`src/lrc_pkg.sv`:
```
// Shared types and constants of the clipped line rasterizer.
package lrc_pkg;

  localparam int unsigned COORD_BITS = 12;
  localparam int unsigned COLOUR_BITS = 8;
  localparam int unsigned CFG_INDEX_BITS = 2;

  localparam int CLIP_X_LOW_RESET = 180;
  localparam int CLIP_X_HIGH_RESET = 979;
  localparam int CLIP_Y_LOW_RESET = 50;
  localparam int CLIP_Y_HIGH_RESET = 649;

  typedef enum logic {
    KIND_LOAD = 1'b0,
    KIND_STEP = 1'b1
  } kind_e;

  typedef enum logic [CFG_INDEX_BITS-1:0] {
    REG_CLIP_X_LOW = 2'd0,
    REG_CLIP_X_HIGH = 2'd1,
    REG_CLIP_Y_LOW = 2'd2,
    REG_CLIP_Y_HIGH = 2'd3
  } cfg_reg_e;

  typedef struct packed {
    logic [COLOUR_BITS-1:0] red;
    logic [COLOUR_BITS-1:0] green;
    logic [COLOUR_BITS-1:0] blue;
  } colour_t;

endpackage

```
`src/lrc_if.sv`:
```
// Request and pixel channel interfaces of the clipped line rasterizer.
interface lrc_in_if import lrc_pkg::*; #(
  parameter int unsigned CoordBits = COORD_BITS
) ();
  logic                         valid;
  logic                         ready;
  logic                         kind;
  logic signed [CoordBits-1:0]  start_x;
  logic signed [CoordBits-1:0]  start_y;
  logic signed [CoordBits-1:0]  finish_x;
  logic signed [CoordBits-1:0]  finish_y;
  logic [COLOUR_BITS-1:0]       red_in;
  logic [COLOUR_BITS-1:0]       green_in;
  logic [COLOUR_BITS-1:0]       blue_in;

  modport source (
    output valid, kind, start_x, start_y, finish_x, finish_y, red_in, green_in, blue_in,
    input  ready
  );
  modport sink (
    input  valid, kind, start_x, start_y, finish_x, finish_y, red_in, green_in, blue_in,
    output ready
  );
endinterface

interface lrc_out_if import lrc_pkg::*; #(
  parameter int unsigned CoordBits = COORD_BITS
) ();
  logic                         valid;
  logic                         ready;
  logic signed [CoordBits-1:0]  pixel_x;
  logic signed [CoordBits-1:0]  pixel_y;
  logic [COLOUR_BITS-1:0]       pixel_red;
  logic [COLOUR_BITS-1:0]       pixel_green;
  logic [COLOUR_BITS-1:0]       pixel_blue;
  logic                         inside_clip;
  logic                         final_pixel;

  modport source (
    output valid, pixel_x, pixel_y, pixel_red, pixel_green, pixel_blue, inside_clip,
           final_pixel,
    input  ready
  );
  modport sink (
    input  valid, pixel_x, pixel_y, pixel_red, pixel_green, pixel_blue, inside_clip,
           final_pixel,
    output ready
  );
endinterface

```
`src/lrc_clip.sv`:
```
// Clip window registers and the inclusive window test on a pixel coordinate.
module lrc_clip import lrc_pkg::*; #(
  parameter int unsigned CoordBits = COORD_BITS
) (
  input  logic                        clk_i,
  input  logic                        rst_ni,
  input  logic                        cfg_we_i,
  input  logic [CFG_INDEX_BITS-1:0]   cfg_index_i,
  input  logic [CoordBits-1:0]        cfg_data_i,
  input  logic signed [CoordBits-1:0] x_i,
  input  logic signed [CoordBits-1:0] y_i,
  output logic                        inside_o
);

  logic signed [CoordBits-1:0] x_low_q, x_high_q, y_low_q, y_high_q;

  always_ff @(posedge clk_i or negedge rst_ni) begin
    if (!rst_ni) begin
      x_low_q  <= CoordBits'(CLIP_X_LOW_RESET);
      x_high_q <= CoordBits'(CLIP_X_HIGH_RESET);
      y_low_q  <= CoordBits'(CLIP_Y_LOW_RESET);
      y_high_q <= CoordBits'(CLIP_Y_HIGH_RESET);
    end else if (cfg_we_i) begin
      unique case (cfg_reg_e'(cfg_index_i))
        REG_CLIP_X_LOW:  x_low_q  <= cfg_data_i;
        REG_CLIP_X_HIGH: x_high_q <= cfg_data_i;
        REG_CLIP_Y_LOW:  y_low_q  <= cfg_data_i;
        REG_CLIP_Y_HIGH: y_high_q <= cfg_data_i;
        default: ;
      endcase
    end
  end

  assign inside_o = (x_i >= x_low_q) && (x_i <= x_high_q) &&
                    (y_i >= y_low_q) && (y_i <= y_high_q);

endmodule

```
`src/lrc_step.sv`:
```
// Line state and the Bresenham load and step update.
module lrc_step import lrc_pkg::*; #(
  parameter int unsigned CoordBits = COORD_BITS
) (
  input  logic                        clk_i,
  input  logic                        rst_ni,
  input  logic                        take_i,
  input  logic                        kind_i,
  input  logic signed [CoordBits-1:0] start_x_i,
  input  logic signed [CoordBits-1:0] start_y_i,
  input  logic signed [CoordBits-1:0] finish_x_i,
  input  logic signed [CoordBits-1:0] finish_y_i,
  input  colour_t                     colour_i,
  output logic                        emit_o,
  output logic signed [CoordBits-1:0] cursor_x_o,
  output logic signed [CoordBits-1:0] cursor_y_o,
  output colour_t                     colour_o,
  output logic                        final_o
);

  localparam int unsigned SpanBits = CoordBits + 1;
  localparam int unsigned ErrBits  = CoordBits + 2;
  localparam int unsigned WideBits = CoordBits + 3;

  logic signed [CoordBits-1:0] cursor_x_q, cursor_x_d, cursor_y_q, cursor_y_d;
  logic signed [CoordBits-1:0] goal_x_q, goal_x_d, goal_y_q, goal_y_d;
  logic                        neg_x_q, neg_x_d, neg_y_q, neg_y_d;
  logic [CoordBits-1:0]        span_x_q, span_x_d;
  logic signed [SpanBits-1:0]  span_y_neg_q, span_y_neg_d;
  logic signed [ErrBits-1:0]   err_q, err_d;
  logic                        running_q, running_d;
  colour_t                     colour_q, colour_d;

  logic signed [SpanBits-1:0]  dx, dy;
  logic [CoordBits-1:0]        load_span_x;
  logic signed [SpanBits-1:0]  load_span_y_neg;
  logic signed [WideBits-1:0]  e2, sx_wide, syn_wide, err_sum;
  logic                        move_x, move_y, last;

  always_comb begin
    dx = SpanBits'(finish_x_i) - SpanBits'(start_x_i);
    dy = SpanBits'(finish_y_i) - SpanBits'(start_y_i);
    load_span_x = dx[SpanBits-1] ? CoordBits'(-dx) : CoordBits'(dx);
    load_span_y_neg = dy[SpanBits-1] ? dy : -dy;

    last = (cursor_x_q == goal_x_q) && (cursor_y_q == goal_y_q);
    e2 = WideBits'({err_q, 1'b0});
    sx_wide = WideBits'(signed'({1'b0, span_x_q}));
    syn_wide = WideBits'(span_y_neg_q);
    move_x = e2 >= syn_wide;
    move_y = e2 <= sx_wide;
    err_sum = WideBits'(err_q) + (move_x ? syn_wide : '0) + (move_y ? sx_wide : '0);

    cursor_x_d   = cursor_x_q;
    cursor_y_d   = cursor_y_q;
    goal_x_d     = goal_x_q;
    goal_y_d     = goal_y_q;
    neg_x_d      = neg_x_q;
    neg_y_d      = neg_y_q;
    span_x_d     = span_x_q;
    span_y_neg_d = span_y_neg_q;
    err_d        = err_q;
    running_d    = running_q;
    colour_d     = colour_q;
    emit_o       = 1'b0;

    if (take_i) begin
      if (kind_e'(kind_i) == KIND_LOAD) begin
        cursor_x_d   = start_x_i;
        cursor_y_d   = start_y_i;
        goal_x_d     = finish_x_i;
        goal_y_d     = finish_y_i;
        neg_x_d      = !(start_x_i < finish_x_i);
        neg_y_d      = !(start_y_i < finish_y_i);
        span_x_d     = load_span_x;
        span_y_neg_d = load_span_y_neg;
        err_d        = ErrBits'(signed'({1'b0, load_span_x})) + ErrBits'(load_span_y_neg);
        colour_d     = colour_i;
        running_d    = 1'b1;
      end else if (running_q) begin
        emit_o = 1'b1;
        if (last) begin
          running_d = 1'b0;
        end else begin
          err_d = err_sum[ErrBits-1:0];
          if (move_x) begin
            cursor_x_d = neg_x_q ? cursor_x_q - 1'b1 : cursor_x_q + 1'b1;
          end
          if (move_y) begin
            cursor_y_d = neg_y_q ? cursor_y_q - 1'b1 : cursor_y_q + 1'b1;
          end
        end
      end
    end
  end

  always_ff @(posedge clk_i or negedge rst_ni) begin
    if (!rst_ni) begin
      cursor_x_q   <= '0;
      cursor_y_q   <= '0;
      goal_x_q     <= '0;
      goal_y_q     <= '0;
      neg_x_q      <= 1'b0;
      neg_y_q      <= 1'b0;
      span_x_q     <= '0;
      span_y_neg_q <= '0;
      err_q        <= '0;
      running_q    <= 1'b0;
      colour_q     <= '0;
    end else begin
      cursor_x_q   <= cursor_x_d;
      cursor_y_q   <= cursor_y_d;
      goal_x_q     <= goal_x_d;
      goal_y_q     <= goal_y_d;
      neg_x_q      <= neg_x_d;
      neg_y_q      <= neg_y_d;
      span_x_q     <= span_x_d;
      span_y_neg_q <= span_y_neg_d;
      err_q        <= err_d;
      running_q    <= running_d;
      colour_q     <= colour_d;
    end
  end

  assign cursor_x_o = cursor_x_q;
  assign cursor_y_o = cursor_y_q;
  assign colour_o   = colour_q;
  assign final_o    = last;

endmodule

```
`src/line_rasterizer_clipped_top.sv`:
```
// Top level of the clipped Bresenham line rasterizer.
// A load request latches two endpoints and a colour and gives no pixel; each step request
// then gives one pixel of the line, flagged against the inclusive clip window, with the
// second endpoint marked final, and step requests after that give nothing. The line state
// updates in the cycle a request is accepted and the pixel appears on the output register in
// the next cycle, so one pixel per cycle is sustained while the pixel sink keeps ready high.
// The clip registers are written through the plain write port.
module line_rasterizer_clipped_top import lrc_pkg::*; #(
  parameter int unsigned CoordBits = COORD_BITS
) (
  input  logic                      clk_i,
  input  logic                      rst_ni,
  input  logic                      cfg_we_i,
  input  logic [CFG_INDEX_BITS-1:0] cfg_index_i,
  input  logic [CoordBits-1:0]      cfg_data_i,
  lrc_in_if.sink                    req_i,
  lrc_out_if.source                 pix_o
);

  logic                        take, emit, in_window, last;
  logic signed [CoordBits-1:0] cursor_x, cursor_y;
  colour_t                     colour_in, colour;

  logic                        out_valid_q, out_valid_d;
  logic signed [CoordBits-1:0] pix_x_q, pix_y_q;
  colour_t                     pix_colour_q;
  logic                        inside_q, final_q;

  assign req_i.ready = !out_valid_q || pix_o.ready;
  assign take = req_i.valid && req_i.ready;
  assign colour_in = '{red: req_i.red_in, green: req_i.green_in, blue: req_i.blue_in};

  lrc_step #(.CoordBits(CoordBits)) u_step (
    .clk_i      (clk_i),
    .rst_ni     (rst_ni),
    .take_i     (take),
    .kind_i     (req_i.kind),
    .start_x_i  (req_i.start_x),
    .start_y_i  (req_i.start_y),
    .finish_x_i (req_i.finish_x),
    .finish_y_i (req_i.finish_y),
    .colour_i   (colour_in),
    .emit_o     (emit),
    .cursor_x_o (cursor_x),
    .cursor_y_o (cursor_y),
    .colour_o   (colour),
    .final_o    (last)
  );

  lrc_clip #(.CoordBits(CoordBits)) u_clip (
    .clk_i       (clk_i),
    .rst_ni      (rst_ni),
    .cfg_we_i    (cfg_we_i),
    .cfg_index_i (cfg_index_i),
    .cfg_data_i  (cfg_data_i),
    .x_i         (cursor_x),
    .y_i         (cursor_y),
    .inside_o    (in_window)
  );

  always_comb begin
    out_valid_d = out_valid_q;
    if (emit) begin
      out_valid_d = 1'b1;
    end else if (pix_o.ready) begin
      out_valid_d = 1'b0;
    end
  end

  always_ff @(posedge clk_i or negedge rst_ni) begin
    if (!rst_ni) begin
      out_valid_q <= 1'b0;
    end else begin
      out_valid_q <= out_valid_d;
    end
  end

  always_ff @(posedge clk_i) begin
    if (emit) begin
      pix_x_q      <= cursor_x;
      pix_y_q      <= cursor_y;
      pix_colour_q <= colour;
      inside_q     <= in_window;
      final_q      <= last;
    end
  end

  assign pix_o.valid       = out_valid_q;
  assign pix_o.pixel_x     = pix_x_q;
  assign pix_o.pixel_y     = pix_y_q;
  assign pix_o.pixel_red   = pix_colour_q.red;
  assign pix_o.pixel_green = pix_colour_q.green;
  assign pix_o.pixel_blue  = pix_colour_q.blue;
  assign pix_o.inside_clip = inside_q;
  assign pix_o.final_pixel = final_q;

endmodule
```
`src/flat_wrapper.sv`:
```
// flat-port wrapper written by rule: the top's interface ports become plain ports
module line_rasterizer_clipped_top_flat import lrc_pkg::*;
#(
  parameter int unsigned CoordBits = COORD_BITS
)
  (clk_i, rst_ni, cfg_we_i, cfg_index_i, cfg_data_i, req_i_valid, req_i_kind, req_i_start_x, req_i_start_y, req_i_finish_x, req_i_finish_y, req_i_red_in, req_i_green_in, req_i_blue_in, req_i_ready, pix_o_valid, pix_o_pixel_x, pix_o_pixel_y, pix_o_pixel_red, pix_o_pixel_green, pix_o_pixel_blue, pix_o_inside_clip, pix_o_final_pixel, pix_o_ready);
  lrc_in_if #(.CoordBits(CoordBits)) req_i_i ();
  lrc_out_if #(.CoordBits(CoordBits)) pix_o_i ();
  input  logic clk_i;
  input  logic rst_ni;
  input  logic cfg_we_i;
  input  logic [CFG_INDEX_BITS-1:0] cfg_index_i;
  input  logic [CoordBits-1:0] cfg_data_i;
  input wire logic [$bits(req_i_i.valid)-1:0] req_i_valid;
  input wire logic [$bits(req_i_i.kind)-1:0] req_i_kind;
  input wire logic [$bits(req_i_i.start_x)-1:0] req_i_start_x;
  input wire logic [$bits(req_i_i.start_y)-1:0] req_i_start_y;
  input wire logic [$bits(req_i_i.finish_x)-1:0] req_i_finish_x;
  input wire logic [$bits(req_i_i.finish_y)-1:0] req_i_finish_y;
  input wire logic [$bits(req_i_i.red_in)-1:0] req_i_red_in;
  input wire logic [$bits(req_i_i.green_in)-1:0] req_i_green_in;
  input wire logic [$bits(req_i_i.blue_in)-1:0] req_i_blue_in;
  output wire logic [$bits(req_i_i.ready)-1:0] req_i_ready;
  output wire logic [$bits(pix_o_i.valid)-1:0] pix_o_valid;
  output wire logic [$bits(pix_o_i.pixel_x)-1:0] pix_o_pixel_x;
  output wire logic [$bits(pix_o_i.pixel_y)-1:0] pix_o_pixel_y;
  output wire logic [$bits(pix_o_i.pixel_red)-1:0] pix_o_pixel_red;
  output wire logic [$bits(pix_o_i.pixel_green)-1:0] pix_o_pixel_green;
  output wire logic [$bits(pix_o_i.pixel_blue)-1:0] pix_o_pixel_blue;
  output wire logic [$bits(pix_o_i.inside_clip)-1:0] pix_o_inside_clip;
  output wire logic [$bits(pix_o_i.final_pixel)-1:0] pix_o_final_pixel;
  input wire logic [$bits(pix_o_i.ready)-1:0] pix_o_ready;
  assign req_i_i.valid = req_i_valid;
  assign req_i_i.kind = req_i_kind;
  assign req_i_i.start_x = req_i_start_x;
  assign req_i_i.start_y = req_i_start_y;
  assign req_i_i.finish_x = req_i_finish_x;
  assign req_i_i.finish_y = req_i_finish_y;
  assign req_i_i.red_in = req_i_red_in;
  assign req_i_i.green_in = req_i_green_in;
  assign req_i_i.blue_in = req_i_blue_in;
  assign req_i_ready = req_i_i.ready;
  assign pix_o_valid = pix_o_i.valid;
  assign pix_o_pixel_x = pix_o_i.pixel_x;
  assign pix_o_pixel_y = pix_o_i.pixel_y;
  assign pix_o_pixel_red = pix_o_i.pixel_red;
  assign pix_o_pixel_green = pix_o_i.pixel_green;
  assign pix_o_pixel_blue = pix_o_i.pixel_blue;
  assign pix_o_inside_clip = pix_o_i.inside_clip;
  assign pix_o_final_pixel = pix_o_i.final_pixel;
  assign pix_o_i.ready = pix_o_ready;
  line_rasterizer_clipped_top #(.CoordBits(CoordBits)) u_core (.clk_i(clk_i), .rst_ni(rst_ni), .cfg_we_i(cfg_we_i), .cfg_index_i(cfg_index_i), .cfg_data_i(cfg_data_i), .req_i(req_i_i), .pix_o(pix_o_i));
endmodule
```
`config.mk`:
```
export PLATFORM = sky130hd
export DESIGN_NAME = line_rasterizer_clipped_top_flat
export DESIGN_NICKNAME = d
export VERILOG_FILES = /design/src/lrc_pkg.sv /design/src/lrc_if.sv /design/src/lrc_clip.sv /design/src/lrc_step.sv /design/src/line_rasterizer_clipped_top.sv /design/src/flat_wrapper.sv
export SDC_FILE = /design/constraint.sdc
export NUM_CORES = 1
export LEC_CHECK = 0
export CAP_MARGIN = 20
export CORE_ASPECT_RATIO = 0.9
export CORE_UTILIZATION = 45
export CTS_BUF_LIST = sky130_fd_sc_hd__clkbuf_16
export CTS_CLUSTER_SIZE = 24
export DETAILED_ROUTE_END_ITERATION = 8
export DONT_BUFFER_PORTS = 1
export PLACE_DENSITY = 0.7
export SETUP_SLACK_MARGIN = 0.2
export SYNTH_ARGS = -nofsm -noshare
export SYNTH_HDL_FRONTEND = slang
export SYNTH_SLANG_ARGS = --single-unit
```
`constraint.sdc`:
```
create_clock -name clk_i -period 7.5 [get_ports clk_i]
set_input_delay 1.875 -clock clk_i [delete_from_list [all_inputs] [get_ports clk_i]]
set_output_delay 1.875 -clock clk_i [all_outputs]
set_load 0.05 [all_outputs]
```
# [Yosys cells after proc, flatten, opt, wreduce, memory -nomap -nowiden]
# Index checks and enable logic that the tools add are counted.
[totals] elab_cells=98 register_bits=213 in_bits=92
[classes] reduce_logical=19 magnitude_cmp=8 n_bitwise=1 muxes=25 add_sub_neg=11 n_eq_ne=9
[ops] op="12-bit two-way mux" count=12
[ops] op="14-bit two-way mux" count=4
[ops] op="12-bit by 12-bit subtractor with 13-bit output" count=2
[ops] op="12-bit by 1-bit adder with 12-bit output (second input constant)" count=2
[ops] op="12-bit == test" count=2
[ops] op="12-bit >= comparator" count=2
[ops] op="12-bit less-or-equal comparator" count=2
[ops] op="12-bit < comparator" count=2
[ops] op="12-bit by 1-bit subtractor with 12-bit output (second input constant)" count=2
[ops] op="15-bit by 13-bit >= comparator with 1-bit output" count=1
[ops] op="15-bit by 13-bit less-or-equal comparator with 1-bit output" count=1
[ops] op="13-bit by 13-bit adder with 14-bit output" count=1
[ops] op="14-bit by 12-bit adder with 14-bit output" count=1
[ops] op="14-bit adder" count=1
[ops] op="13-bit two-way mux" count=1
[ops] op="13-bit negation" count=1
[ops] op="12-bit negation" count=1
[ops] op="2-bit AND reduction" count=5
[ops] op="1-bit two-way mux" count=8
[ops] op="4-bit AND reduction" count=2
[ops] op="2-bit by 1-bit inequality test with 1-bit output (second input constant)" count=3
[ops] op="1-bit logical AND" count=5
[ops] op="2-bit == test (second input constant)" count=2
[ops] op="1-bit zero test" count=3
[ops] op="7 further kinds" count=7

# [Longest topological paths before layout]
# Gate-level depths: netlist of the first run.
[depth] word_depth=7 ltp_mapped=25 depth_no_buf=24

# [Cells and area by module]
# A second synthesis of the first run with hierarchy kept.
[unflattened] cells_unflattened=1423 hier_area_um2=14326.2
[by_module_without_submodules] mod="lrc_step" cells_per_inst=1086 instances=1 seq_area_each_um2=2852.7 area_per_inst_um2=9750.6
[by_module_without_submodules] mod="lrc_clip" cells_per_inst=283 instances=1 seq_area_each_um2=1223.7 area_per_inst_um2=3020.4
[by_module_without_submodules] mod="line_rasterizer_clipped_top" cells_per_inst=54 instances=1 seq_area_each_um2=1526.5 area_per_inst_um2=1555.2

# [Least setup slack after synthesis of the first run]
# Ideal clock, no wire load.
[synth_path] kind="input to register" from="input port req_i_finish_x[0]" to="register u_core.u_step.err_q[12]" setup_slack_ns=1.224 n_path_buf=1 arrival_time_ns=6.198 path_stages=24 cell_sequence="inv_1 -> ha_1 -> inv_1 -> fa_1 -> a211oi_1 -> o211ai_1 -> o211ai_1 -> o21ai_0 -> a21oi_1 -> nand3_1 -> o21a_1 -> clkbuf_1 -> mux2_2 -> fa_1 -> a21o_1 -> a21oi_1 -> o21bai_1 -> a21oi_1 -> o21ai_0 -> a21o_1 -> a21oi_1 -> o21ai_0 -> xor2_1 -> a21oi_1"
[synth_via] elab_chain_len=5
[synth_rtl] element="from (decl)" line="flat_wrapper.sv:18" source="input wire logic [$bits(req_i_i.finish_x)-1:0] req_i_finish_x;"
[synth_rtl] element="12-bit by 12-bit subtractor with 13-bit output *" line="lrc_step.sv:41" source="dx = SpanBits'(finish_x_i) - SpanBits'(start_x_i);"
[synth_rtl] element="12-bit negation" line="lrc_step.sv:43" source="load_span_x = dx[SpanBits-1] ? CoordBits'(-dx) : CoordBits'(dx);"
[synth_rtl] element="12-bit two-way mux *" line="lrc_step.sv:43"
[synth_rtl] element="named net u_core.u_step.load_span_x[1]" line="lrc_step.sv:35" source="logic [CoordBits-1:0] load_span_x;"
[synth_rtl] element="13-bit by 13-bit adder with 14-bit output *" line="lrc_step.sv:77" source="err_d = ErrBits'(signed'({1'b0, load_span_x})) + ErrBits'(load_span_y_neg);"
[synth_rtl] element="14-bit two-way mux *" line="lrc_step.sv:68" source="if (kind_e'(kind_i) == KIND_LOAD) begin"
[synth_rtl] element="to (signal assigned)" line="lrc_step.sv:119" source="err_q <= err_d;"
[synth_rtl] element="to (decl)" line="lrc_step.sv:30" source="logic signed [ErrBits-1:0] err_q, err_d;"
# Mark *: on every way through the listed nets, which the timed path passes. The rest lies on a longest branch.
# A chain may end at the register's enable or synchronous reset.

# [Worst setup path after layout of the first run]
# Ends and elaborated chain as after synthesis.

==> results of run 1 <==
-- through the flow --
stage / hold WS, ns / power (uW)
final: 0.449 / 6520
after detailed placement: 0.429 / 5250
after global placement: 0.425 / 5110
after floorplan: 0.425 / 4430
after global routing: 0.455 / 7070
after CTS: 0.447 / 6520
-- final timing paths --
check | from | to | cells after the start
max | req_i_finish_x[0] | u_core.u_step.err_q[12] | 23
min | u_core.u_step.colour_o[22] | u_core.pix_o.pixel_red[6] | 0
max reg2reg | u_core.u_step.span_y_neg_q[12] | u_core.u_step.err_q[13] | 22
min reg2reg | u_core.u_step.colour_o[22] | u_core.pix_o.pixel_red[6] | 0
max in group asynchronous | rst_ni | u_core.u_clip.y_high_q[9] | 0
min in group asynchronous | rst_ni | u_core.u_clip.x_low_q[6] | 0
-- synth_stat cells (6+ instances only) --
| library cell | instances |
|---|---|
| nor2b_1 | 19 |
| a21o_1 | 26 |
| o211ai_1 | 9 |
| nand3_1 | 19 |
| nor4_1 | 10 |
| xor2_1 | 41 |
| ha_1 | 146 |
| xnor2_1 | 56 |
| mux2i_1 | 17 |
| dfrtp_1 | 145 |
| fa_1 | 18 |
| nand2_1 | 248 |
| clkbuf_1 | 31 |
| mux2_2 | 47 |
| o21ai_0 | 82 |
| buf_1 | 7 |
| nor2_1 | 93 |
| o21bai_1 | 6 |
| edfxtp_1 | 50 |
| nand4_1 | 14 |
| a211oi_1 | 12 |
| nor3_1 | 15 |
| dfstp_2 | 18 |
| a21oi_1 | 96 |
| nand2b_1 | 11 |
| a31oi_1 | 8 |
| o21a_1 | 22 |
| inv_1 | 156 |
-- cell families (layout without fill, tap and decap cells) --
family          Yosys count  in the layout
compound gates          296            296
fa+ha+maj               164            164
simple gates            465            465
xor+xnor                 98             98
mux                      64             64
flops                   213            213
buf+inv                 196            208
-- final cells by class --
| class | count | area (um^2) | area share [%] |
|---|---|---|---|
| clock buffer | 25 | 626 | 4.11 |
| clock inverter | 19 | 194 | 1.27 |
| inverter | 156 | 586 | 3.85 |
| multi-input combinational | 1087 | 7660 | 50.3 |
| sequential | 213 | 5600 | 36.8 |
| tap | 403 | 504 | 3.31 |
| timing repair buffer | 8 | 60.1 | 0.394 |
-- power groups by stage --
stage / logic [uW] / clock network [uW] / registers [uW]
after global routing: 3830 / 1290 / 1950
after detailed placement: 3310 / 0 / 1930
final: 3380 / 1230 / 1920
after global placement: 3190 / 0 / 1920
after CTS: 3350 / 1250 / 1910
after floorplan: 2630 / 0 / 1800
-- cells in the final DEF, fill, tap and decap left out, types with 25 or more instances in the layout --
master and instances:
dfrtp_1 145, ha_1 146, clkbuf_16 25, nand2_1 247, inv_1 159, mux2_2 47
edfxtp_1 50, nor2_1 92, xor2_1 41, o21ai_0 82, a21o_1 26, xnor2_1 56
a21oi_1 96
-- per-layer routing --
| layer | vias to the layer above | routed length [um] | GRT usage (%) |
|---|---|---|---|
| li1 | 5107 | - | - |
| met1 | 5123 | 16700 | 32.1 |
| met2 | 346 | 15400 | 35.5 |
| met3 | 52 | 2940 | 5.77 |
| met4 | 0 | 839 | 5.48 |
| met5 | - | 0 | 0 |
==> reports/metrics.csv, run 1 <==
stage,metric,value,unit
clock_network,clk_lat worst skew,0.52,ns
drt,DRC,0,
floorplan,Die Area,31800,um^2
power,pwr/cell area,428,nW/um^2
drt,Total Wirelength,35800,um
clock_network,post-CTS sizing,0,
power,clock share of power,18.8,%
global_route,All-Layer GR Usage,22.9,%
critical_path,critical-path cell list,"inv_1, ha_1, inv_1, fa_1, a211oi_1, o211ai_1, o211ai_1, o21ai_0, a21oi_1, nand3_1, o21a_1, mux2_2, fa_1, a21o_1, a21oi_1, o21bai_1, a21oi_1, o21ai_0, a21o_1, a21oi_1, o21ai_0, xor2_1, a21oi_1",
floorplan,Die X-Extent,188,um
logic_synthesis,Area contributors post-synth,"dfrtp_1, ha_1, edfxtp_1",
logic_synthesis,main combinational cell family by area after synthesis,adder cells,
critical_path,"Arr. time, crit path",6.72,ns
placed_design,Placement Cell Area,14400,um^2
logic_synthesis,share of the synthesized area in the top cell type,25.9,%
logic_synthesis,Synth Warn #,0,
logic_synthesis,Compound-Gate Fraction of Synth Area,12.9,%
critical_path,Setup CP Type,in2reg,
sta,Slew headroom,41.7,%
floorplan,Die Ht,169,um
floorplan,row cnt,60,
sta,Tcrit/Tclk final,83.7,%
critical_path,most frequent CP cell,a21oi_1,
logic_synthesis,most common flop cell mapped by yosys,dfrtp_1,
layout,final instance area,15200,um^2
logic_synthesis,ys async rst share,76.5,%
critical_path,max incr delay on CP,0.46,ns
power,Peak VDD IR,243,uV
layout,max reg flops,24,
logic_synthesis,Syn Nets,1752,
logic_synthesis,"Cell Area, Synth",14000,um^2
min_path,Worst Hold Class,reg2reg,
sta,RSZ-0062 raised after global routing,false,
sta,setup tns final,0,ns
critical_path,crit start category,input port,
critical_path,CP required,7.94,ns
sta,slew of the pin with the lowest slew margin,0.874,ns
sta,Final Max Tran Viols,0,
power,switching power total,2810,uW
global_route,vias in the first global route,10700,
status,status,completed,
floorplan,IO Count,144,
critical_path,CP max-delay cell,fa_1,
clock_network,CTS tree,done,
drt,routed length per instance,18.8,um
clock_network,CTS Buf Count,24,
power,sequential share of power,29.4,%
sta,Max Clk Rate,159,MHz
floorplan,initial cell density of the core,46.2,%
global_route,global route overflow,0,
clock_network,Clock Root Buffer,clkbuf_16,
global_route,pin count of the biggest net entering global routing,164,
drt,vias per cell,5.56,
placed_design,Placer Congestion,0.915,
layout,Fillers,2767,
clock_network,CTS hold repair buffers,0,
power,Logic pwr share,51.8,%
logic_synthesis,Synth Area in XOR/XNOR,6.23,%
logic_synthesis,mux contribution to synthesized area,5.00,%
logic_synthesis,"FF+latch count, synth",213,
drt,drt first pass iters,5,
placed_design,HPWL Detailed,26800,um
critical_path,Worst Setup End Kind,register,
clock_network,clk slew on worst S/H paths,0.07,ns
clock_network,clk sinks,213,
critical_path,CP Buf/Inv Count,2,
logic_synthesis,post-synthesis cell count,1496,
layout,nets,1746,
sta,Setup Skew,0.0156,ns
global_route,initial antenna violation count,1,
critical_path,CP top delay family,compound AO/OA/AOI/OAI gates,
layout,Diodes inserted,0,
placed_design,Port Buffers,0,
layout,Final Util,50.3,%
floorplan,Core ar.,30300,um^2
logic_synthesis,"Seq/Total Area, Yosys",40.1,%
layout,fraction of layout instances using a drive strength above 1,8.55,%
layout,Non-Filler Instances,1911,
run,Max-cap violations,0,
critical_path,Reg2Reg Setup Slack,2.11,ns
sta,"Min Clock Period, post-route",6.28,ns
logic_synthesis,number of synthesized flops with an enable pin,50,
drt,routed via count,10600,
critical_path,"Max FO, Critical Path",10,
logic_synthesis,Synth Area in Adders,15.6,%
logic_synthesis,Synth Area in Simple Gates,14.8,%
placed_design,dpl cells,1867,
clock_network,H-Tree Level Count,1,
logic_synthesis,Avg Inst Size Synth,9.35,um^2
layout,area delta synth->final,8.87,%
power,sw frac,43.0,%
drt,initial drt markers,666,
power,Pleak,0.00714,uW
sta,Final Hold Fails,0,
logic_synthesis,"area leader, netlist",dfrtp_1,
drt,"antenna viol nets, final",0,
clock_network,"Setup Fix Bufs, Post-CTS",0,
clock_network,clock buffer depth,3,
power,internal power,3720,uW
logic_synthesis,Synth cell types,67,
global_route,first-pass GRT wire length,57900,um
sta,Final Setup Violations,0,
placed_design,pre-CTS setup slack,0.739,ns
sta,final worst slack,1.22,ns
Power figures use the tool's default switching activity.
==> inputs of run 2 (changes only) <==
PLACE_DENSITY = 0.72   (was 0.7)
clock period = 5.4 ns   (was 7.5 ns; I/O delays follow)
==> reports/metrics.csv, run 2 (synthesis results as in run 1) <==
stage,metric,value,unit
status,status,completed,
power,switching power total,3950,uW
drt,initial drt markers,804,
critical_path,most frequent CP cell,o21a_1,
layout,final instance area,15400,um^2
critical_path,cell depth of the worst setup path,23,
global_route,pin count of the biggest net entering global routing,164,
power,Pleak,0.00720,uW
layout,Diodes inserted,0,
floorplan,Die Ht,169,um
sta,minimum hold slack,0.445,ns
floorplan,initial cell density of the core,46.2,%
power,sw frac,43.1,%
power,internal power,5220,uW
power,Logic pwr share,52.2,%
drt,routed length per instance,18.8,um
power,sequential share of power,29.3,%
floorplan,Die Area,31800,um^2
clock_network,CTS hold repair buffers,0,
sta,"Min Clock Period, post-route",4.90,ns
global_route,vias in the first global route,10600,
clock_network,Clock Root Buffer,clkbuf_16,
global_route,first-pass GRT wire length,58500,um
clock_network,CTS Buf Count,24,
critical_path,"Arr. time, crit path",5.30,ns
critical_path,Reg2Reg Setup Slack,0.50,ns
critical_path,critical-path cell list,"ha_1, nor2b_1, o21a_1, o21a_1, o21a_1, o21a_1, o31ai_2, buf_4, nand2_1, fa_1, inv_1, ha_1, fa_1, a21o_1, a21oi_1, nor2b_1, nor2_1, o21ai_1, nand2_1, a31oi_1, xnor2_1, mux2i_1, a221o_1",
placed_design,HPWL Detailed,27100,um
critical_path,max incr delay on CP,0.48,ns
critical_path,"Max FO, Critical Path",4,
critical_path,end of the critical path,u_core.u_step.err_q[13],
clock_network,clk_lat worst skew,0.53,ns
drt,DRC,0,
sta,slew of the pin with the lowest slew margin,0.825,ns
layout,max reg flops,24,
placed_design,Port Buffers,0,
critical_path,worst reg2reg path depth,23,
critical_path,FF-to-FF End,u_core.u_step.err_q[13],
critical_path,Worst Setup End Kind,register,
sta,Setup Skew,0.0180,ns
sta,Max Clk Rate,204,MHz
sta,RSZ-0062 raised after global routing,true,
layout,"most common cell after layout, fill and taps aside",nand2_1,
floorplan,Die X-Extent,188,um
layout,nets,1759,
critical_path,CP max-delay cell,fa_1,
drt,routed via count,10700,
min_path,Worst Hold Class,reg2reg,
layout,Final Util,50.9,%
global_route,initial antenna violation count,1,
drt,Total Wirelength,36200,um
placed_design,Placer Congestion,0.946,
power,total power,9170,uW
clock_network,clock buffer depth,3,
global_route,All-Layer GR Usage,23.1,%
critical_path,CP required,5.80,ns
power,pwr/cell area,595,nW/um^2
floorplan,IO Count,144,
floorplan,row cnt,60,
sta,Final Setup Violations,0,
layout,fraction of layout instances using a drive strength above 1,10.3,%
critical_path,crit start category,register,
run,Max-cap violations,0,
drt,"antenna viol nets, final",0,
critical_path,RR Startpoint,u_core.u_step.err_q[0],
critical_path,Setup CP Type,reg2reg,
layout,area delta synth->final,10.1,%
global_route,global route overflow,0,
critical_path,CP top delay family,compound AO/OA/AOI/OAI gates,
critical_path,launch point of the worst path,u_core.u_step.err_q[0],
drt,vias per cell,5.57,
critical_path,CP Buf/Inv Count,2,
sta,Final Max Tran Viols,0,
power,Peak VDD IR,446,uV
sta,Final Hold Fails,0,
sta,Slew headroom,45.0,%
clock_network,clk slew on worst S/H paths,0.06,ns
drt,drt first pass iters,5,
placed_design,pre-CTS setup slack,-0.0487,ns
placed_design,Placement Cell Area,14600,um^2
power,clock share of power,18.5,%
clock_network,H-Tree Level Count,1,
sta,final worst slack,0.498,ns
clock_network,clk sinks,213,
clock_network,CTS tree,done,
floorplan,Core ar.,30300,um^2
sta,Tcrit/Tclk final,90.8,%
layout,most frequent cells in the layout,"nand2_1, inv_1, ha_1, dfrtp_1, nor2_1",
[run 2: changes by cell type in the layout (fill, tap and decap cells not counted), sizes merged]
cell | previous run | this run
inv | 166 | 160
clkinvlp | 3 | 2
buf | 8 | 21
clkinv | 3 | 10
[run 2: power by group through the flow]
stage / Clock, uW / Sequential [uW] / Combinational [uW]
global placement: 0 / 2690 / 4510
finish: 1700 / 2690 / 4780
global route: 1780 / 2730 / 5390
detailed placement: 0 / 2700 / 4680
CTS: 1730 / 2680 / 4730
floorplan: 0 / 2500 / 3680
[run 2: routing by layer]
layer | wire [um] | global-route usage (%) | share of wire, %
met1 | 16600 | 32.9 | 46
met2 | 15500 | 35.5 | 43
met3 | 3170 | 5.54 | 8.8
met4 | 827 | 5.59 | 2.3
met5 | 0 | 0 | 0
[run 2: how the worst min path moves through the flow]
| stage | from | to | slack, ns | depth (start not counted) |
|---|---|---|---|---|
| global placement | u_core.u_step.colour_o[6] | u_core.pix_o.pixel_blue[6] | 0.43 | 0 |
| global route | u_core.u_step.colour_o[1] | u_core.pix_o.pixel_blue[1] | 0.45 | 0 |
| floorplan | u_core.u_step.colour_o[0] | u_core.pix_o.pixel_blue[0] | 0.42 | 0 |
| detailed placement | u_core.u_step.colour_o[6] | u_core.pix_o.pixel_blue[6] | 0.43 | 0 |
| finish | u_core.u_step.colour_o[3] | u_core.pix_o.pixel_blue[3] | 0.44 | 0 |
| CTS | u_core.u_step.colour_o[6] | u_core.pix_o.pixel_blue[6] | 0.45 | 0 |
[run 2: area by class of cell]
type | count | area, um^2
sequential | 213 | 5600
fill | 2715 | 14900
clock buffer | 25 | 626
timing repair buffer | 21 | 158
tap | 403 | 504
multi-input combinational | 1087 | 7720
inverter | 156 | 593
clock inverter | 19 | 190
[run 2: repair_timing]
item	4_1_cts	5_1_grt
resized for setup	0	5
endpoints found under the setup margin	0	5
buffers inserted	0	0
[run 2: metrics by stage]
stage	cells	TNS, ns
2_1_floorplan	1496	0
3_3_place_gp	1880	0
3_5_place_dp	1880	-0.0812
4_1_cts	1924	0
5_1_grt	1924	0
6_report	1924	0
==> inputs of run 3 (changes only) <==
--- a/config.mk
+++ b/config.mk
@@ -6,4 +6,5 @@
 export NUM_CORES = 1
 export LEC_CHECK = 0
+export ABC_AREA = 1
 export CAP_MARGIN = 20
 export CORE_ASPECT_RATIO = 0.9
==> constraint.sdc (replaced) <==
create_clock -name clk_i -period 5.4 [get_ports clk_i]
set_input_delay 0.54 -clock clk_i [delete_from_list [all_inputs] [get_ports clk_i]]
set_output_delay 0.54 -clock clk_i [all_outputs]
set_load 0.05 [all_outputs]
==> reports/metrics.csv, run 3 <==
stage,metric,value,unit
layout,area delta synth->final,8.16,%
placed_design,Placer Congestion,0.922,
floorplan,IO Count,144,
logic_synthesis,"FF+latch count, synth",213,
critical_path,CP max-delay cell,fa_1,
logic_synthesis,"Seq/Total Area, Yosys",38.5,%
global_route,pin count of the biggest net entering global routing,164,
critical_path,CP top delay family,adder cells,
critical_path,"Arr. time, crit path",5.08,ns
critical_path,worst reg2reg path depth,22,
global_route,initial antenna violation count,0,
critical_path,Worst Setup End Kind,register,
placed_design,Port Buffers,0,
global_route,first-pass GRT wire length,61200,um
logic_synthesis,Synth cell types,53,
sta,Max Clk Rate,214,MHz
clock_network,Clock Root Buffer,clkbuf_16,
sta,Setup Skew,0.0279,ns
min_path,Worst Hold Class,in2async,
clock_network,CTS tree,done,
global_route,vias in the first global route,11700,
critical_path,Reg2Reg Setup Slack,0.74,ns
logic_synthesis,"Cell Area, Synth",14500,um^2
floorplan,initial cell density of the core,45.6,%
clock_network,H-Tree Level Count,1,
clock_network,clock buffer depth,3,
critical_path,cell depth of the worst setup path,22,
layout,multi-input logic area,7650,um^2
layout,"most common cell after layout, fill and taps aside",nand2_1,
sta,setup tns final,0,ns
logic_synthesis,Syn Nets,2114,
layout,most frequent cells in the layout,"nand2_1, inv_1, o21ai_0",
sta,"Min Clock Period, post-route",4.66,ns
critical_path,critical-path cell list,"inv_1, ha_1, nand2_1, inv_1, a221oi_1, nand4_1, nand2_1, nand2_1, fa_1, inv_1, ha_1, fa_1, a31oi_1, inv_1, nand3_1, o2111ai_1, xor2_1, nand3_1, nand2_1, nor2_1, nor2_1, a21oi_1",
drt,vias per cell,5.30,
layout,max reg flops,24,
clock_network,clk slew on worst S/H paths,0.07,ns
critical_path,end of the critical path,u_core.u_step.err_q[13],
run,Max-cap violations,0,
critical_path,launch point of the worst path,u_core.u_step.span_y_neg_q[12],
drt,Total Wirelength,37800,um
drt,routed via count,12100,
status,failing checks,hold timing,
layout,nets,2106,
clock_network,clk sinks,213,
logic_synthesis,ys async rst share,76.5,%
layout,Diodes inserted,0,
floorplan,Die X-Extent,192,um
logic_synthesis,Synth Warn #,0,
layout,fraction of layout instances using a drive strength above 1,6.32,%
logic_synthesis,Area contributors post-synth,"dfrtp_1, nand2_1, ha_1",
floorplan,Die Ht,173,um
placed_design,HPWL Detailed,28300,um
sta,Slew headroom,37.5,%
placed_design,dpl cells,2239,
sta,Final Hold Fails,5,
logic_synthesis,share of the synthesized area in the top cell type,24.9,%
critical_path,CP required,5.82,ns
layout,final instance area,15700,um^2
floorplan,Core ar.,31900,um^2
critical_path,"Max FO, Critical Path",14,
clock_network,CTS hold repair buffers,1,
placed_design,Placement Cell Area,14900,um^2
drt,drt first pass iters,5,
power,Pleak,0.00791,uW
sta,RSZ-0062 raised after global routing,false,
logic_synthesis,most common flop cell mapped by yosys,dfrtp_1,
drt,initial drt markers,969,
sta,Tcrit/Tclk final,86.4,%
sta,slew of the pin with the lowest slew margin,0.938,ns
global_route,All-Layer GR Usage,23.2,%
critical_path,FF-to-FF End,u_core.u_step.err_q[13],
layout,Fillers,2995,
global_route,global route overflow,0,
power,pwr/cell area,538,nW/um^2
logic_synthesis,most frequent cell after synthesis,nand2_1,
clock_network,post-CTS sizing,0,
logic_synthesis,number of synthesized flops with an enable pin,50,
critical_path,Setup CP Type,reg2reg,
drt,DRC,0,
status,status,"finished, violations left",
sta,Final Setup Violations,0,
critical_path,RR Startpoint,u_core.u_step.span_y_neg_q[12],
drt,routed length per instance,16.6,um
critical_path,CP Buf/Inv Count,4,
critical_path,crit start category,register,
floorplan,Die Area,33000,um^2
layout,Reg area,5600,um^2
clock_network,clk_lat worst skew,0.54,ns
floorplan,row cnt,62,
logic_synthesis,Avg Inst Size Synth,7.83,um^2
drt,"antenna viol nets, final",0,
clock_network,CTS Buf Count,24,
layout,Non-Filler Instances,2283,
sta,Final Max Tran Viols,0,
clock_network,"Setup Fix Bufs, Post-CTS",0,
logic_synthesis,"area leader, netlist",dfrtp_1,
power,Peak VDD IR,380,uV
logic_synthesis,commonest cells in the netlist,"nand2_1, inv_1, o21ai_0",
critical_path,max incr delay on CP,0.53,ns
sta,minimum hold slack,-0.0662,ns
logic_synthesis,post-synthesis cell count,1858,
[run 3: cell count changes after synthesis, moves of 22 or more]
cell | before | now
a21o_1 | 26 | 4
inv_1 | 156 | 296
mux2_2 | 47 | 0
nand2_1 | 248 | 510
nand3_1 | 19 | 71
o21ai_0 | 82 | 157
xnor2_1 | 56 | 24
[run 3: power breakdown]
group,internal (uW),switching [uW],leakage (uW)
Combinational,1640,2650,0.00512
Clock,876,695,0.000371
Sequential,2060,527,0.00242
[run 3: cell type report]
type                       count  share of cell area, %
clock inverter                17                  0.676
inverter                     306                   7.30
clock buffer                  26                   4.14
timing repair buffer           5                  0.366
tap                          416                   3.31
multi-input combinational   1300                   48.6
sequential                   213                   35.6
[run 3: metrics by stage]
stage          utilization [%]  total power, uW  worst slack (ns)
2_1_floorplan                -             5740             0.237
3_3_place_gp              46.9             6670             0.684
3_5_place_dp              46.9             6810             0.654
4_1_cts                   49.3             8460             0.778
5_1_grt                   49.3             9250             0.384
6_report                  49.3             8460             0.736
[run 3: per-layer routing]
layer	vias up	share of wire [%]	GRT usage (%)
met5	-	0	0
met4	0	1.6	4.83
met2	413	43	35.0
met1	5611	47	34.0
li1	6036	-	-
met3	37	8.5	5.09
[run 3: worst min path at each step]
stage / from / endpoint / slack [ns] / cells past startpoint
floorplan: rst_ni / u_core.pix_o.valid / 0.24 / 0
global placement: rst_ni / u_core.u_clip.x_low_q[6] / 0.25 / 0
detailed placement: rst_ni / u_core.u_clip.x_low_q[6] / 0.25 / 0
CTS: rst_ni / u_core.u_clip.x_low_q[6] / 0.08 / 1
global route: rst_ni / u_core.u_clip.x_low_q[6] / 0.03 / 1
finish: rst_ni / u_core.u_clip.x_low_q[6] / -0.07 / 1
[run 3: cell families (layout without fill, tap and decap cells)]
logic type / after synthesis / in the layout / synth area share (%)
flip-flops: 213 / 213 / 38.5
AO/OA/AOI/OAI: 345 / 345 / 13.1
adder cells (fa/ha/maj): 164 / 164 / 15.0
buffers and inverters: 345 / 354 / 9.00
AND/OR/NAND/NOR: 745 / 745 / 21.6
XOR/XNOR: 46 / 46 / 2.77
